$ cat config.mk
export PLATFORM = sky130hd
export DESIGN_NAME = histogram_intersection_similarity_core_flat
export DESIGN_NICKNAME = d
export VERILOG_FILES = /design/src/hw/rtl/hisim_pkg.sv /design/src/hw/rtl/hisim_if.sv /design/src/hw/rtl/hisim_acc.sv /design/src/hw/rtl/hisim_div.sv /design/src/hw/rtl/histogram_intersection_similarity_core.sv /design/src/flat_wrapper.sv
export SDC_FILE = /design/constraint.sdc
export NUM_CORES = 1
export LEC_CHECK = 0
export BUFFER_PORTS_ARGS = -buffer_cell sky130_fd_sc_hd__buf_2
export CAP_MARGIN = 20
export CORE_MARGIN = 8
export CORE_UTILIZATION = 25
export CTS_CLUSTER_DIAMETER = 150
export CTS_CLUSTER_SIZE = 28
export DETAILED_ROUTE_END_ITERATION = 10
export PLACE_DENSITY_LB_ADDON = 0.1
export SLEW_MARGIN = 20
export SYNTH_ARGS = -nofsm -noshare
export SYNTH_HDL_FRONTEND = slang
export SYNTH_SLANG_ARGS = --single-unit
$ cat constraint.sdc
create_clock -name clock -period 6.4 [get_ports clock]
set_clock_uncertainty 0.05 [all_clocks]
set_input_delay 0.32 -clock clock [delete_from_list [all_inputs] [get_ports clock]]
set_output_delay 0.32 -clock clock [all_outputs]
set_load 0.02 [all_outputs]
$ cat src/hw/rtl/hisim_pkg.sv
// Package for the histogram intersection similarity core.
// Holds field widths, count mask and the structs passed between modules.
// No dependencies.
package hisim_pkg;

   localparam int unsigned CountBits = 16;
   localparam int unsigned AccBits   = 25;
   localparam int unsigned SimBits   = 17;
   localparam int unsigned FracBits  = 16;
   localparam int unsigned QuotSteps = FracBits + 1;
   localparam int unsigned StepBits  = $clog2(QuotSteps);

   localparam logic [CountBits-1:0] CountMask = '1;
   localparam logic [AccBits-1:0]   AccMax    = '1;
   localparam logic [SimBits-1:0]   SimOne    = SimBits'(1) << FracBits;

   typedef logic [CountBits-1:0] count_type;
   typedef logic [AccBits-1:0]   acc_type;
   typedef logic [SimBits-1:0]   sim_type;

   typedef struct packed {
      acc_type overlap;
      acc_type total_a;
      acc_type total_b;
   } sums_type;

   typedef struct packed {
      logic busy;
      logic done;
   } div_stat_type;

endpackage

$ cat src/hw/rtl/hisim_if.sv
// Request and response channel interfaces with valid/ready handshake.
// Depends on hisim_pkg.
interface hisim_req_if;
   import hisim_pkg::*;

   logic      valid;
   logic      ready;
   count_type bin_a;
   count_type bin_b;
   logic      last_bin;

   modport source (output valid, output bin_a, output bin_b, output last_bin, input ready);
   modport sink   (input valid, input bin_a, input bin_b, input last_bin, output ready);
endinterface

interface hisim_rsp_if;
   import hisim_pkg::*;

   logic    valid;
   logic    ready;
   sim_type similarity;
   acc_type overlap_sum;
   acc_type total_a;
   acc_type total_b;
   logic    empty_total;

   modport source (output valid, output similarity, output overlap_sum, output total_a,
                   output total_b, output empty_total, input ready);
   modport sink   (input valid, input similarity, input overlap_sum, input total_a,
                   input total_b, input empty_total, output ready);
endinterface

$ cat src/hw/rtl/hisim_acc.sv
// Saturating accumulators for the overlap sum and both histogram totals.
// Depends on hisim_pkg.
module hisim_acc (
   input  logic                 clock,
   input  logic                 reset,
   input  logic                 accept,
   input  logic                 last_bin,
   input  hisim_pkg::count_type bin_a,
   input  hisim_pkg::count_type bin_b,
   output hisim_pkg::sums_type  sums_next
);
   import hisim_pkg::*;

   count_type a_m;
   count_type b_m;
   count_type min_ab;
   sums_type  acc_ff;
   sums_type  acc_in;

   function automatic acc_type sat_add(acc_type acc, count_type v);
      logic [AccBits:0] s;
      s = {1'b0, acc} + (AccBits+1)'(v);
      return s[AccBits] ? AccMax : s[AccBits-1:0];
   endfunction

   assign a_m    = bin_a & CountMask;
   assign b_m    = bin_b & CountMask;
   assign min_ab = (a_m < b_m) ? a_m : b_m;

   assign sums_next.overlap = sat_add(acc_ff.overlap, min_ab);
   assign sums_next.total_a = sat_add(acc_ff.total_a, a_m);
   assign sums_next.total_b = sat_add(acc_ff.total_b, b_m);

   always_comb begin
      acc_in = acc_ff;
      if (accept) begin
         acc_in = last_bin ? '0 : sums_next;
      end
   end

   always_ff @(posedge clock) begin
      if (reset) begin
         acc_ff <= '0;
      end else begin
         acc_ff <= acc_in;
      end
   end

endmodule

$ cat src/hw/rtl/hisim_div.sv
// Iterative restoring divider: one compare/subtract per cycle, 17 quotient bits.
// Computes floor(dividend * 2^16 / divisor) for dividend <= divisor. Depends on hisim_pkg.
module hisim_div (
   input  logic                    clock,
   input  logic                    reset,
   input  logic                    start,
   input  hisim_pkg::acc_type      dividend,
   input  hisim_pkg::acc_type      divisor,
   output hisim_pkg::sim_type      quotient,
   output hisim_pkg::div_stat_type stat
);
   import hisim_pkg::*;

   logic [AccBits:0]  rem_ff, rem_in;
   acc_type           dvs_ff, dvs_in;
   sim_type           quot_ff, quot_in;
   logic [StepBits-1:0] cnt_ff, cnt_in;
   logic              busy_ff, busy_in;
   logic              done_ff, done_in;
   logic [AccBits:0]  trial;
   logic              ge;

   assign trial = (cnt_ff == '0) ? rem_ff : {rem_ff[AccBits-1:0], 1'b0};
   assign ge    = trial >= {1'b0, dvs_ff};

   always_comb begin
      rem_in  = rem_ff;
      dvs_in  = dvs_ff;
      quot_in = quot_ff;
      cnt_in  = cnt_ff;
      busy_in = busy_ff;
      done_in = 1'b0;
      if (start) begin
         rem_in  = {1'b0, dividend};
         dvs_in  = divisor;
         quot_in = '0;
         cnt_in  = '0;
         busy_in = 1'b1;
      end else if (busy_ff) begin
         rem_in  = ge ? (trial - {1'b0, dvs_ff}) : trial;
         quot_in = {quot_ff[SimBits-2:0], ge};
         cnt_in  = cnt_ff + 1'b1;
         if (cnt_ff == StepBits'(QuotSteps - 1)) begin
            busy_in = 1'b0;
            done_in = 1'b1;
         end
      end
   end

   always_ff @(posedge clock) begin
      if (reset) begin
         busy_ff <= 1'b0;
         done_ff <= 1'b0;
         cnt_ff  <= '0;
      end else begin
         busy_ff <= busy_in;
         done_ff <= done_in;
         cnt_ff  <= cnt_in;
      end
      rem_ff  <= rem_in;
      dvs_ff  <= dvs_in;
      quot_ff <= quot_in;
   end

   assign quotient  = quot_ff;
   assign stat.busy = busy_ff;
   assign stat.done = done_ff;

endmodule

$ cat src/hw/rtl/histogram_intersection_similarity_core.sv
// Histogram intersection similarity core: top level with sequencer and result register.
// Depends on hisim_pkg, hisim_if, hisim_acc and hisim_div.
//
//   channel   direction   handshake       payload
//   req_ch    in          valid/ready     bin_a, bin_b, last_bin
//   rsp_ch    out         valid/ready     similarity, overlap_sum, total_a, total_b, empty_total
//
// A last bin is accepted and then takes 17 steps of the compare/subtract divider; the
// quotient is handed over and the result register is loaded once it is free. An empty
// total skips the divider.
// req_ch.ready is low while the divider runs or a finished result waits for the result register.
// Synchronous reset clears the sequencer, accumulators and result valid.
module histogram_intersection_similarity_core (
   input logic           clock,
   input logic           reset,
   hisim_req_if.sink     req_ch,
   hisim_rsp_if.source   rsp_ch
);
   import hisim_pkg::*;

   localparam logic [1:0] StIdle = 2'd0;
   localparam logic [1:0] StDiv  = 2'd1;
   localparam logic [1:0] StSend = 2'd2;

   logic [1:0]   state_ff, state_in;
   logic         accept;
   sums_type     sums_next;
   sums_type     hold_ff, hold_in;
   logic         empty_ff, empty_in;
   acc_type      min_total;
   logic         div_start;
   sim_type      quotient;
   div_stat_type div_stat;
   logic         load;

   logic         rsp_valid_ff, rsp_valid_in;
   sim_type      rsp_sim_ff, rsp_sim_in;
   sums_type     rsp_sums_ff, rsp_sums_in;
   logic         rsp_empty_ff, rsp_empty_in;

   assign req_ch.ready = (state_ff == StIdle);
   assign accept       = req_ch.valid && req_ch.ready;

   hisim_acc u_acc (
      .clock     (clock),
      .reset     (reset),
      .accept    (accept),
      .last_bin  (req_ch.last_bin),
      .bin_a     (req_ch.bin_a),
      .bin_b     (req_ch.bin_b),
      .sums_next (sums_next)
   );

   assign min_total = (sums_next.total_a < sums_next.total_b) ? sums_next.total_a
                                                              : sums_next.total_b;
   assign div_start = accept && req_ch.last_bin && (min_total != '0);

   hisim_div u_div (
      .clock    (clock),
      .reset    (reset),
      .start    (div_start),
      .dividend (sums_next.overlap),
      .divisor  (min_total),
      .quotient (quotient),
      .stat     (div_stat)
   );

   assign load = (state_ff == StSend) && (!rsp_valid_ff || rsp_ch.ready);

   always_comb begin
      state_in     = state_ff;
      hold_in      = hold_ff;
      empty_in     = empty_ff;
      rsp_valid_in = rsp_valid_ff && !rsp_ch.ready;
      rsp_sim_in   = rsp_sim_ff;
      rsp_sums_in  = rsp_sums_ff;
      rsp_empty_in = rsp_empty_ff;
      case (state_ff)
         StIdle: begin
            if (accept && req_ch.last_bin) begin
               hold_in  = sums_next;
               empty_in = (min_total == '0);
               state_in = (min_total == '0) ? StSend : StDiv;
            end
         end
         StDiv: begin
            if (div_stat.done) begin
               state_in = StSend;
            end
         end
         StSend: begin
            if (load) begin
               rsp_valid_in = 1'b1;
               rsp_sim_in   = empty_ff ? '0 : ((quotient > SimOne) ? SimOne : quotient);
               rsp_sums_in  = hold_ff;
               rsp_empty_in = empty_ff;
               state_in     = StIdle;
            end
         end
         default: begin
            state_in = StIdle;
         end
      endcase
   end

   always_ff @(posedge clock) begin
      if (reset) begin
         state_ff     <= StIdle;
         rsp_valid_ff <= 1'b0;
      end else begin
         state_ff     <= state_in;
         rsp_valid_ff <= rsp_valid_in;
      end
      hold_ff      <= hold_in;
      empty_ff     <= empty_in;
      rsp_sim_ff   <= rsp_sim_in;
      rsp_sums_ff  <= rsp_sums_in;
      rsp_empty_ff <= rsp_empty_in;
   end

   assign rsp_ch.valid       = rsp_valid_ff;
   assign rsp_ch.similarity  = rsp_sim_ff;
   assign rsp_ch.overlap_sum = rsp_sums_ff.overlap;
   assign rsp_ch.total_a     = rsp_sums_ff.total_a;
   assign rsp_ch.total_b     = rsp_sums_ff.total_b;
   assign rsp_ch.empty_total = rsp_empty_ff;

   a_ready_div_idle: assert property (@(posedge clock) disable iff (reset)
      req_ch.ready |-> !div_stat.busy)
      else $error("request taken while divider busy");

   a_div_done_send: assert property (@(posedge clock) disable iff (reset)
      (state_ff == StDiv) && div_stat.done |=> (state_ff == StSend))
      else $error("divider result not forwarded");

   a_sim_bound: assert property (@(posedge clock) disable iff (reset)
      rsp_valid_ff |-> (rsp_sim_ff <= SimOne))
      else $error("similarity above one");

   a_empty_zero: assert property (@(posedge clock) disable iff (reset)
      rsp_valid_ff && rsp_empty_ff |-> (rsp_sim_ff == '0))
      else $error("empty total with nonzero similarity");

   a_overlap_bound: assert property (@(posedge clock) disable iff (reset)
      rsp_valid_ff |-> (rsp_sums_ff.overlap <= rsp_sums_ff.total_a)
                       && (rsp_sums_ff.overlap <= rsp_sums_ff.total_b))
      else $error("overlap exceeds a total");

endmodule

$ cat src/flat_wrapper.sv
// flat-port wrapper written by rule: the top's interface ports become plain ports
module histogram_intersection_similarity_core_flat import hisim_pkg::*;
  (clock, reset, req_ch_valid, req_ch_bin_a, req_ch_bin_b, req_ch_last_bin, req_ch_ready, rsp_ch_valid, rsp_ch_similarity, rsp_ch_overlap_sum, rsp_ch_total_a, rsp_ch_total_b, rsp_ch_empty_total, rsp_ch_ready);
  hisim_req_if req_ch_i ();
  hisim_rsp_if rsp_ch_i ();
  input logic clock;
  input logic reset;
  input wire logic [$bits(req_ch_i.valid)-1:0] req_ch_valid;
  input wire logic [$bits(req_ch_i.bin_a)-1:0] req_ch_bin_a;
  input wire logic [$bits(req_ch_i.bin_b)-1:0] req_ch_bin_b;
  input wire logic [$bits(req_ch_i.last_bin)-1:0] req_ch_last_bin;
  output wire logic [$bits(req_ch_i.ready)-1:0] req_ch_ready;
  output wire logic [$bits(rsp_ch_i.valid)-1:0] rsp_ch_valid;
  output wire logic [$bits(rsp_ch_i.similarity)-1:0] rsp_ch_similarity;
  output wire logic [$bits(rsp_ch_i.overlap_sum)-1:0] rsp_ch_overlap_sum;
  output wire logic [$bits(rsp_ch_i.total_a)-1:0] rsp_ch_total_a;
  output wire logic [$bits(rsp_ch_i.total_b)-1:0] rsp_ch_total_b;
  output wire logic [$bits(rsp_ch_i.empty_total)-1:0] rsp_ch_empty_total;
  input wire logic [$bits(rsp_ch_i.ready)-1:0] rsp_ch_ready;
  assign req_ch_i.valid = req_ch_valid;
  assign req_ch_i.bin_a = req_ch_bin_a;
  assign req_ch_i.bin_b = req_ch_bin_b;
  assign req_ch_i.last_bin = req_ch_last_bin;
  assign req_ch_ready = req_ch_i.ready;
  assign rsp_ch_valid = rsp_ch_i.valid;
  assign rsp_ch_similarity = rsp_ch_i.similarity;
  assign rsp_ch_overlap_sum = rsp_ch_i.overlap_sum;
  assign rsp_ch_total_a = rsp_ch_i.total_a;
  assign rsp_ch_total_b = rsp_ch_i.total_b;
  assign rsp_ch_empty_total = rsp_ch_i.empty_total;
  assign rsp_ch_i.ready = rsp_ch_ready;
  histogram_intersection_similarity_core u_core (.clock(clock), .reset(reset), .req_ch(req_ch_i), .rsp_ch(rsp_ch_i));
endmodule
# After elaboration in Yosys (flattened, before gate mapping)
# Cells that the tools add are included.
# classes
muxes,22
add_sub_neg,5
n_lt_le_gt_ge,4
eq_ne,6
reduce_logical,19
bitwise,1
# ops
cell,n
25-bit two-way mux,6
25-bit by 16-bit adder with 26-bit output,3
75-bit two-way mux,1
26-bit two-way mux,2
26-bit by 25-bit >= comparator with 1-bit output,1
26-bit by 25-bit subtractor with 26-bit output,1
25-bit zero test,1
25-bit < comparator,1
25-bit nonzero test,1
17-bit > comparator (second input constant),1
17-bit two-way mux,1
16-bit < comparator,1
16-bit two-way mux,1
2-bit two-way mux,4
1-bit two-way mux,6
2-bit case mux with 3 select lines,1
5-bit by 1-bit adder with 5-bit output (second input constant),1
5-bit equality test (second input constant),1
1-bit logical AND,5
5-bit zero test,1
2-bit inequality test (second input constant),2
2-bit AND reduction,2
2-bit OR reduction,2
3-bit AND reduction,1
9 further kinds,10
# totals
ff_bits,322
out_inout_bits,95

# Depth between registers and ports, before layout
# depth
word_depth,8
ltp_mapped,26
depth_no_buf,25

# By module
# From an unflattened synthesis, not the netlist that was laid out.
# unflattened
hier_cells,1647
area_unflattened_um2,17825.8
# by_module_without_submodules
mod,area_per_inst_um2,cells_per_inst,instances
hisim_acc,6598.8,829,1
histogram_intersection_similarity_core,6557.5,351,1
hisim_div,4669.5,467,1

# Worst setup path before layout
# Ideal clock, no wire load.
# synth_timing
path_kind,in2reg
start,input port req_ch_bin_b[1]
end,"register u_core.u_div.rem_ff[23], data pin"
slack_ps,1062
cell_stages,23
arrival_time_ps,5026
setup_ps,262
cell_sequence,inv_1 -> ha_1 -> a21o_1 -> a21o_1 -> a21o_1 -> a21o_1 -> a21o_1 -> a21o_1 -> a21o_1 -> a21oi_1 -> o21ai_1 -> clkbuf_1 -> mux2_2 -> ha_1 -> inv_1 -> nor2_1 -> a221o_1 -> a21o_1 -> nand4_1 -> a311oi_1 -> nand3_1 -> mux2_2 -> mux2_1
# synth_lines
element,line,source
start: declaration,flat_wrapper.sv:10,input wire logic [$bits(req_ch_i.bin_b)-1:0] req_ch_bin_b;
end signal: assignment,hisim_div.sv:60,rem_ff <= rem_in;
end: declaration,hisim_div.sv:14,"logic [AccBits:0] rem_ff, rem_in;"

==> summary.md <==
| Metric | Value |
|---|---|
| Power, Total | 5.54 mW |
| Fillers | 7,323 |
| DIE AREA | 79,900 µm² |
| Final setup vio count | 0 |
| Dpl hpwl | 43.1 mm |
| Measured slew at the worst slew-check pin | 1.07 ns |
| Total number of vias | 13,223 |
| Syn nets | 1,840 |
| Slew Limit Fails | 0 |
| Root buffer cell | clkbuf_16 |
| Sequential element share of the synthesized area | 48.6% |
| Critical Path End Type | flip-flop |
| Clock Tree Buf Depth | 3 |
| Storage cell area | 8640 µm² |
| Final #Nets | 1,968 |
| Synthesized instance count | 1,688 |
| Final std cells w/o fill | 2,767 |
| Sink Count | 322 |
| Minimum clock period | 6.00 ns |
| Placement Cell Area | 19,700 µm² |
| Commonest cells post-synth | edfxtp_1, nor2_1, ha_1, nand2_1, dfxtp_1 |
| Starting DRT DRC Count | 887 |
| Hold Crit Class | in2reg |
| CTS buffer count | 16 |
| Wire per inst | 20.4 µm |
| Area of the multi-input gates | 8480 µm² |
| Io pins | 132 |
| Die Wd | 283 µm |
| Synth warnings | 0 |
| Placed Cells | 2,738 |
| Clk_lat worst skew | 0.56 ns |
| Register bit total from synthesis | 322 |
| Die Ht | 283 µm |
| DRT antenna net count | 0 |
| Startpoint types | flip-flop |
| GRT Overall Usage | 13.8% |
| # DRC | 0 |
| Hold buffers post-CTS | 0 |
| Final Hold Viols | 0 |
| Setup repair bufs after CTS | 0 |
| Post-synth cell types | 84 |
| Row count | 97 |
| Most frequent cell after synthesis | edfxtp_1 |
| Dominant cell type by area after synthesis | edfxtp_1 |
| Period utilization | 93.8% |
| Largest net degree at the start of global routing | 79 |
| 1st-pass router iterations | 5 |
| Synth top area cells | edfxtp_1, dfxtp_1, ha_1 |
| Layout cells sized above 1 | 16.6% |
| Vias in the first global route | 12,882 |
| WP data arrival | 6.26 ns |
| CTS tree | built |
| Finished Cell Area | 20,200 µm² |
| Max rail drop VDD | 0.000148 V |
| Initial core utilization | 25.3% |
| Hold Slack | 0.0722 ns |
| Critical Path RT | 6.66 ns |
| Routed wire length | 56.4 mm |
| Dpl ws | 0.239 ns |
| Post-synth EDFFs | 219 |
| Htree depth | 1 |
| GPL Wtd Cong | 0.864 |
| Overflow after GRT | 0 |
| Crit Path Category | reg2reg |
| Core ar. | 70,300 µm² |
| Max Cap Viol | 0 |
| Util after Layout | 28.7% |
| Max transition margin | 28.7% |
| Status | complete, no violations |
| Vias per Instance | 4.78 |
| PostCTS Resize Cnt | 0 |
| Worst-path clk slew | 0.11 ns |
| IO Port Bufs | 131 |
| Post-route setup slack | 0.399 ns |
| Async set-or-reset flop fraction in the synthesized netlist | 0% |
| Critical Path Fanout Max | 34 |
| Static leakage | 8.07 nW |
| Setup_tns | 0 ns |
| RSZ-0062 raised after global routing | false |
| Cell Pwr Density | 274 nW/µm² |
| Fmax | 167 MHz |
| Area Growth Syn to Fin | 13.6% |
| Mapped Area | 17,800 µm² |
| Syn Area/Cell | 10.5 µm² |
| First-pass GRT wire length | 84.0 mm |
| Top FF cell, synth | edfxtp_1 |
| Post-synth top area share | 37.0% |
| Initial antenna violation count | 3 |
path summary, 6_finish.rpt:
| check | start | endpoint | slack, ns | cells after the start |
|---|---|---|---|---|
| setup / recovery | u_core.u_acc.acc_ff[0]$_SDFFE_PP0P_ | u_core.u_div.rem_ff[24]$_DFFE_PP_ | 0.40 | 22 |
| hold / removal | req_ch_valid | u_core.state_ff[1]$_SDFFE_PP0P_ | 0.07 | 3 |
| hold reg to reg | u_core.hold_ff[30]$_DFFE_PP_ | u_core.rsp_ch.total_a[5]$_DFFE_PP_ | 0.37 | 0 |
| setup reg to reg | u_core.u_acc.acc_ff[0]$_SDFFE_PP0P_ | u_core.u_div.rem_ff[24]$_DFFE_PP_ | 0.40 | 22 |
registers in the layout, summed over array words and instances, names as in the netlist:
| register | count |
|---|---|
| u_core.rsp_ch.valid | 1 |
| u_core.u_div.dvs_ff | 25 |
| u_core.state_ff | 2 |
| u_core.hold_ff | 75 |
| u_core.u_div.busy_ff | 1 |
| u_core.empty_ff | 1 |
| u_core.rsp_ch.empty_total | 1 |
| u_core.rsp_ch.overlap_sum | 25 |
| u_core.rsp_ch.similarity | 17 |
| u_core.rsp_ch.total_b | 25 |
| u_core.u_div.quotient | 17 |
| u_core.u_acc.acc_ff | 75 |
| u_core.u_div.rem_ff | 26 |
| u_core.rsp_ch.total_a | 25 |
| u_core.u_div.cnt_ff | 5 |
| u_core.u_div.done_ff | 1 |
power by group:
part / switching (mW) / total [mW] / internal [mW]
registers: 0.0609 / 2.48 / 2.42
logic: 1.04 / 1.80 / 0.767
clock network: 0.734 / 1.26 / 0.524
cell usage in the layout (no fill, tap or decap), drive strengths merged, types with 11 or more instances in the layout:
cell type / Yosys / routed
xnor2: 44 / 44
edfxtp: 219 / 219
or2: 11 / 11
a22oi: 67 / 67
mux2: 75 / 75
nand2b: 24 / 24
inv: 96 / 97
nor3: 36 / 36
nand2: 111 / 111
and3: 16 / 16
nand4: 23 / 23
and2: 28 / 28
ha: 111 / 111
nor2b: 14 / 14
or3: 11 / 11
nor2: 176 / 176
o21ai: 64 / 64
nand3: 38 / 38
dfxtp: 103 / 103
mux2i: 25 / 25
a21oi: 90 / 90
xor2: 24 / 24
o21a: 17 / 17
buf: 11 / 178
a21o: 44 / 44
a31oi: 20 / 20
clkbuf: 55 / 24
logic make-up (layout without fill, tap and decap cells):
family                     count (synthesis)  count (layout)  share of synthesized area (%)
AOI/OAI and AO/OA                        404             404                           15.5
xor gates and xnor gates                  68              68                           3.35
adders and majority gates                116             116                           8.33
buffers and inverters                    164             302                           3.88
DFF                                      322             322                           48.6
muxes                                    100             100                           6.54
other                                      0               1                              0
and+or+nand+nor                          514             514                           13.8
layout make-up:
type                            count  area share (%)
Timing Repair Buffer              178            5.07
Sequential cell                   322            42.8
Tap cell                          940            5.83
Clock buffer                       24            2.29
Inverter                           96            1.79
Clock inverter                      4           0.229
Multi-Input combinational cell   1202            42.0
Antenna cell                        1          0.0124
metal layers:
layer / share of wire, % / up-vias / track usage (%)
li1: - / 6487 / -
met1: 47 / 6404 / 18.8
met2: 46 / 288 / 23.0
met3: 4.6 / 42 / 2.38
met4: 1.7 / 2 / 2.44
met5: 0.023 / - / 0
critical path: stages (launching register included):
cell      delay (ns)
dfxtp_1         0.35
ha_1            0.23
fa_1            0.44
a211oi_1        0.26
buf_4           0.17
nor4_1          0.07
nor3_1          0.39
o21ai_0         0.16
a21oi_1         0.21
xnor2_1         0.18
nand2b_1        0.19
inv_1           0.08
ha_1            0.29
a21o_1          0.16
a21o_1          0.17
a211oi_1        0.25
o221ai_1        0.24
a41oi_1         0.41
nand2b_1        0.10
a32o_2          0.36
nor2_8          0.15
buf_4           0.42
mux2_2          0.39
Note: power is estimated with default switching activity, not from simulation.
